**config.mk**
```make
export PLATFORM = sky130hd
export DESIGN_NAME = pwog_queue
export DESIGN_NICKNAME = d
export VERILOG_FILES = /design/src/rtl/pwog_pkg.sv /design/src/rtl/pwog_queue.sv
export SDC_FILE = /design/constraint.sdc
export NUM_CORES = 1
export LEC_CHECK = 0
export BUFFER_PORTS_ARGS = -buffer_cell sky130_fd_sc_hd__buf_2
export CAP_MARGIN = 15
export CORE_UTILIZATION = 47
export DETAILED_ROUTE_END_ITERATION = 16
export GPL_TIMING_DRIVEN = 0
export HOLD_SLACK_MARGIN = 0.05
export MAX_ROUTING_LAYER = met4
export PLACE_DENSITY = 0.76
export SYNTH_ARGS = -nofsm -noshare
export SYNTH_HDL_FRONTEND = slang
export SYNTH_SLANG_ARGS = --single-unit
```
**constraint.sdc**
```tcl
create_clock -name clk -period 3.7 [get_ports clk]
set_input_delay 0.37 -clock clk [delete_from_list [all_inputs] [get_ports clk]]
set_output_delay 0.37 -clock clk [all_outputs]
set_load 0.03 [all_outputs]
```
**src/rtl/pwog_pkg.sv**
```systemverilog
// Shared types, constants and register codes for the per-class outlier gate.
`timescale 1ns / 1ps
package pwog_pkg;

  localparam int NUM_CLASSES = 3;
  localparam int COUNT_BITS  = 16;
  localparam int IDX_W       = $clog2(NUM_CLASSES);
  localparam int QUEUE_DEPTH = 2;
  localparam int ADDR_W      = 6;
  localparam int DIV_STEPS   = 32;

  // Register indexes on the configuration port
  localparam logic [2:0] REG_MERGE_COUNT = 3'd0;
  localparam logic [2:0] REG_SLOW_COUNT  = 3'd1;
  localparam logic [2:0] REG_Z_LIMIT     = 3'd2;
  localparam logic [2:0] REG_SPREAD_EARLY = 3'd3;
  localparam logic [2:0] REG_SPREAD_LATE = 3'd4;

  // Reset values of the registers
  localparam logic [7:0]  RST_MERGE_COUNT = 8'd20;
  localparam logic [7:0]  RST_SLOW_COUNT  = 8'd3;
  localparam logic [15:0] RST_Z_LIMIT     = 16'd640;
  localparam logic [46:0] RST_SPREAD_EARLY = 47'd214748365;
  localparam logic [46:0] RST_SPREAD_LATE = 47'd4294967296;

  // Result status codes
  localparam logic [2:0] ST_IGNORED  = 3'd0;
  localparam logic [2:0] ST_FIRST    = 3'd1;
  localparam logic [2:0] ST_ACCEPTED = 3'd2;
  localparam logic [2:0] ST_OUTLIER  = 3'd3;
  localparam logic [2:0] ST_RESET    = 3'd4;

  typedef struct packed {
    logic [7:0]         target_class;
    logic signed [31:0] pos_x;
    logic signed [31:0] pos_y;
    logic               service_accepts;
  } in_t;

  typedef struct packed {
    logic [2:0]         status;
    logic               slow_request;
    logic               normal_request;
    logic               snapshot_valid;
    logic [1:0]         class_out;
    logic signed [31:0] mean_x;
    logic signed [31:0] mean_y;
    logic [62:0]        sum_xx;
    logic signed [63:0] sum_xy;
    logic signed [63:0] sum_yx;
    logic [62:0]        sum_yy;
    logic [15:0]        obs_count;
  } out_t;

  // Classified item as it travels from the front to the back
  typedef struct packed {
    logic               ignored;
    logic [IDX_W-1:0]   idx;
    logic [1:0]         cls2;
    logic signed [31:0] x;
    logic signed [31:0] y;
    logic               ok;
  } job_t;

  typedef struct packed {
    logic [7:0]  merge_count;
    logic [7:0]  slow_count;
    logic [15:0] z_limit;
    logic [46:0] spread_early;
    logic [46:0] spread_late;
  } cfg_t;

  typedef struct packed {
    logic full;
    logic empty;
  } qstat_t;

endpackage

```
**src/rtl/pwog_queue.sv**
```systemverilog
// Short queue of classified items between the front and back ends.
`timescale 1ns / 1ps
module pwog_queue (
  input  logic              clk,
  input  logic              rst,
  input  logic              push,
  input  pwog_pkg::job_t    push_data,
  input  logic              pop,
  output pwog_pkg::job_t    pop_data,
  output pwog_pkg::qstat_t  qstat
);
  import pwog_pkg::*;

  localparam int PTR_W = (QUEUE_DEPTH > 1) ? $clog2(QUEUE_DEPTH) : 1;
  localparam int CNT_W = $clog2(QUEUE_DEPTH + 1);

  job_t             slots [QUEUE_DEPTH];
  logic [PTR_W-1:0] wr_ptr;
  logic [PTR_W-1:0] rd_ptr;
  logic [CNT_W-1:0] fill;

  assign qstat.full  = (fill == CNT_W'(QUEUE_DEPTH));
  assign qstat.empty = (fill == '0);
  assign pop_data    = slots[rd_ptr];

  // Store pushed items
  always_ff @(posedge clk) begin
    if (push) begin
      slots[wr_ptr] <= push_data;
    end
  end

  // Advance pointers and the fill level
  always_ff @(posedge clk) begin
    if (rst) begin
      wr_ptr <= '0;
      rd_ptr <= '0;
      fill   <= '0;
    end else begin
      if (push) begin
        wr_ptr <= (wr_ptr == PTR_W'(QUEUE_DEPTH - 1)) ? '0 : wr_ptr + 1'b1;
      end
      if (pop) begin
        rd_ptr <= (rd_ptr == PTR_W'(QUEUE_DEPTH - 1)) ? '0 : rd_ptr + 1'b1;
      end
      case ({push, pop})
        2'b10:   fill <= fill + 1'b1;
        2'b01:   fill <= fill - 1'b1;
        default: fill <= fill;
      endcase
    end
  end

endmodule

```
# [Word-level counts from Yosys, hierarchy flattened]
# Memory sizes are Yosys's and may differ from the RTL's. A register that Yosys moved wholly into a read port is not among the register bits.
# Index checks and enable logic that the tools add are counted.
[totals] register_bits=4 output_inout_bits=72 mem_count=1 ramBits=140 elab_cells=20
[memory_table] memory="slots" depth=2 word_bits=70 read_ports=1 rd_ports_with_merged_regs=1 wr=1 line="pwog_queue.sv:17" text="job_t slots [QUEUE_DEPTH];"
[classes] n_eq_ne=3 reduce_logical=2 addsub=4 mux=7
[ops] cell="1-bit 2-to-1 mux" n=6
[ops] cell="2-bit == test (second input constant)" n=2
[ops] cell="2-bit one-hot mux with 2 select lines" n=1
[ops] cell="1-bit adder (second input constant)" n=2
[ops] cell="2-bit by 1-bit adder with 2-bit output (second input constant)" n=1
[ops] cell="2-bit by 1-bit == test with 1-bit output (second input constant)" n=1
[ops] cell="2-bit logical NOT" n=1
[ops] cell="2-bit nonzero test" n=1
[ops] cell="2-bit by 1-bit subtractor with 2-bit output (second input constant)" n=1

# [Depth between registers and ports, before layout]
[logic_depth] ltp_word=4 ltp_mapped=5 depth_no_buf=5

# [Worst setup path after synthesis]
# No wires, ideal clock.
[synth_path] path_kind="input to register" startpoint="input push" endpoint="memory slots[0][0] (netlist bit), enable pin" setup_time_ns=0.500 n_path_buf=0 setup_slack_ns=-0.164 arrival_ns=3.364 cell_stages=2 path_cell_list="inv_1 > nor2_1"
[synth_between] elab_chain_cells=2
[synth_lines] item="from (decl)" line="pwog_queue.sv:6" text="input logic push,"
[synth_lines] item="1-bit 2-to-1 mux" line="pwog_queue.sv:28" text="if (push) begin"
[synth_lines] item="1-bit 2-to-1 mux (not written as such)" line="pwog_queue.sv:29" text="slots[wr_ptr] <= push_data;"
[synth_lines] item="to (decl)" line="pwog_queue.sv:17"
# Every way passes these cells.

==> impl_metrics.env <==
export IMPL_status="finished clean"
export IMPL_cts_resized=0
export IMPL_tritoncts="done"
export IMPL_ys_warn_count=0
export IMPL_hold_class="in -> reg"
export IMPL_ff2ff_path_depth=3
export IMPL_netlist_area_sq_um=5238
export IMPL_syn_area_per_cell_sq_um=21.82
export IMPL_die_area_sq_um=11570
export IMPL_cts_sinks=145
export IMPL_hold_depth=2
export IMPL_antenna_found_initial=0
export IMPL_grt_util_met2_pct=31.46
export IMPL_area_growth_pct=43.84
export IMPL_ioPinCount=146
export IMPL_worstSetupPathType="reg -> out"
export IMPL_overflow=0
export IMPL_layout_nets=552
export IMPL_start_util_pct=48.31
export IMPL_final_hold_violation_count=0
export IMPL_crit_family="buffers and inverters"
export IMPL_ys_types=14
export IMPL_finalClockSkew_ns=0.01139
export IMPL_grt_total_usage_pct=18.75
export IMPL_dr_pass1_iters=4
export IMPL_die_width_microns=107.6
export IMPL_finalWirelength_microns=10130
export IMPL_port_buffers=145
export IMPL_routed_via_density=4.816
export IMPL_path_cells="buf_2, buf_2, mux2_2, buf_2"
export IMPL_leakagePower_uw=0.002890
export IMPL_drive_gt1_share_pct=52.86
export IMPL_drc=0
export IMPL_die_y_microns=107.6
export IMPL_powerDensity_nw_per_um2=562.2
export IMPL_grt_first_pass_wirelength_microns=15300
export IMPL_crit_cells=4
export IMPL_synth_ff_latch_count=145
export IMPL_worst_ep_required_time_ns=3.33
export IMPL_use_met3_pct=5.811
export IMPL_wl_per_cell_microns=16.07
export IMPL_critPathMaxStageDelay_ns=0.38
export IMPL_period_needed_ns=2.245
export IMPL_cts_root_buf="clkbuf_8"
export IMPL_cts_buffers=17
export IMPL_fmax_ghz=0.4453
export IMPL_crit_path_max_fanout=10
export IMPL_core_sq_um=10840
export IMPL_cp_arrival_ns=1.88
export IMPL_total_power_uw=4235
export IMPL_place_gp_congestion=0.7183
export IMPL_fp_row_count=38
export IMPL_ys_seq_area_share_pct=82.18
export IMPL_met1_usage_pct=21.35
export IMPL_busiest_layer="met2"
export IMPL_synth_nets=315
export IMPL_setup_viol=0
export IMPL_vias=3034
export IMPL_cap_violations=0
export IMPL_ir_drop_v=0.0003209
export IMPL_n_antenna_cell=0
export IMPL_grt_max_degree=53
export IMPL_setup_ws_ns=1.455
export IMPL_rsz0062_at_grt="false"
export IMPL_slew_headroom_pct=37.94
export IMPL_clk_insertion_delay_late_ns=0.51
export IMPL_grt_pass1_vias=3189
export IMPL_cpMostUsedCell="buf_2"
export IMPL_fill_cells=738
export IMPL_end_kind="primary output"
export IMPL_cts_buffer_depth=2
export IMPL_startpoint_type="flip-flop"
export IMPL_htree_levels=4
export IMPL_slowest_stage="mux2_2"
export IMPL_finalCritPeriodShare_pct=60.69
export IMPL_drt_iter0_drc=133
export IMPL_crit_buf_inv=3
export IMPL_ant_nets=0
export IMPL_cts_clk_slew_worst_paths_ns=0.06
export IMPL_dp_hpwl_microns=5970
export IMPL_synthCells=240
export IMPL_drv_slew=0
export IMPL_worst_pin_slew_ns=0.9288
export IMPL_pre_cts_ws_ns=1.614
==> Yosys cell counts, drive strengths merged <==
library cell / count / share of area, %
inv: 1 / 0.072
buf: 8 / 0.76
ha: 1 / 0.24
mux2: 70 / 15
xnor2: 3 / 0.50
a21oi: 1 / 0.095
edfxtp: 140 / 80
or3: 1 / 0.12
o21ai: 1 / 0.095
and2b: 1 / 0.17
xor2: 1 / 0.17
and2: 1 / 0.12
dfxtp: 5 / 1.9
nor2: 6 / 0.43
==> routing by layer <==
metal | routed length, microns | part of all wire, % | vias to the layer above
met5 | 0 | 0 | -
met4 | 102 | 1.0 | 0
met3 | 553 | 5.5 | 9
met2 | 5445 | 54 | 106
met1 | 4025 | 40 | 1490
li1 | - | - | 1429
==> final timing paths <==
check / start / to / slack, ns
setup / recovery: flip-flop / pop_data[41] / 1.45
hold / removal: rst / wr_ptr / 0.09
setup reg to reg: wr_ptr / slots[0][49] / 1.82
hold reg to reg: rd_ptr / flip-flop / 0.53
==> stage by stage <==
stage	area [sq um]	hold WS, ns	std cells	setup TNS [ns]	util (%)
3_5_place_dp	6231	0.5043	528	0	57.48
5_1_grt	7533	0.07059	630	0	69.49
3_3_place_gp	6141	0.4792	525	-1.976	56.65
6_report	7533	0.09355	630	0	69.49
4_1_cts	7533	0.07298	630	0	69.49
2_1_floorplan	5240	0.4391	240	0	-
==> worst register-to-register path, stage by stage (launching register included) <==
cell     delay [ns]
dfxtp_1        0.36
nor2_4         0.74
buf_16         0.27
buf_16         0.20
==> logic make-up (layout without fill, tap and decap cells) <==
family | count (synthesis) | count (layout) | share of synthesized area, %
muxes | 70 | 70 | 15.05
DFF | 145 | 145 | 82.18
and+or+nand+nor | 9 | 9 | 0.8363
buffers and inverters | 9 | 259 | 0.8361
adders and majority gates | 1 | 1 | 0.2389
AOI/OAI and AO/OA | 2 | 2 | 0.1909
xor gates and xnor gates | 4 | 4 | 0.6690
==> layout by cell type, fill, tap and decap left out, types with 2 or more instances in the layout <==
cell,count
buf_2,153
edfxtp_1,140
mux2_2,70
dlygate4sd3_1,70
clkbuf_16,16
nor2_1,5
dfxtp_1,5
xnor2_1,3
clkbuf_8,3
bufinv_16,3
clkinvlp_4,3
buf_16,3
clkinv_4,2
inv_6,2
==> area by class of cell <==
type,instances,area (sq um),area share [%]
repair buffers,218,1509,20.03
flip-flops and latches,145,4304,57.13
clock inverters,12,156.4,2.076
plain buffers,8,40.04,0.5315
well taps,140,175.2,2.325
clock buffers,20,445.4,5.913
inverters,1,3.754,0.04983
multi-input cells,86,899.6,11.94
==> registers in the layout, summed over array words and instances (netlist names), named ones only <==
| name | count |
|---|---|
| fill | 2 |
| rd_ptr | 1 |
| slots | 140 |
| wr_ptr | 1 |
==> where the power goes <==
group          switching, uW  leakage [uW]  internal, uW
registers               25.6       0.00136          1910
logic                    358       0.00125           246
clock network            626      0.000286          1070
==> what timing repair did <==
| item | in CTS | in global routing |
|---|---|---|
| hold endpoints to repair | 140 | 0 |
| hold buffers | 70 | 0 |
| buffers inserted | 0 | 0 |
No activity file was read; power rests on OpenSTA's default activity.
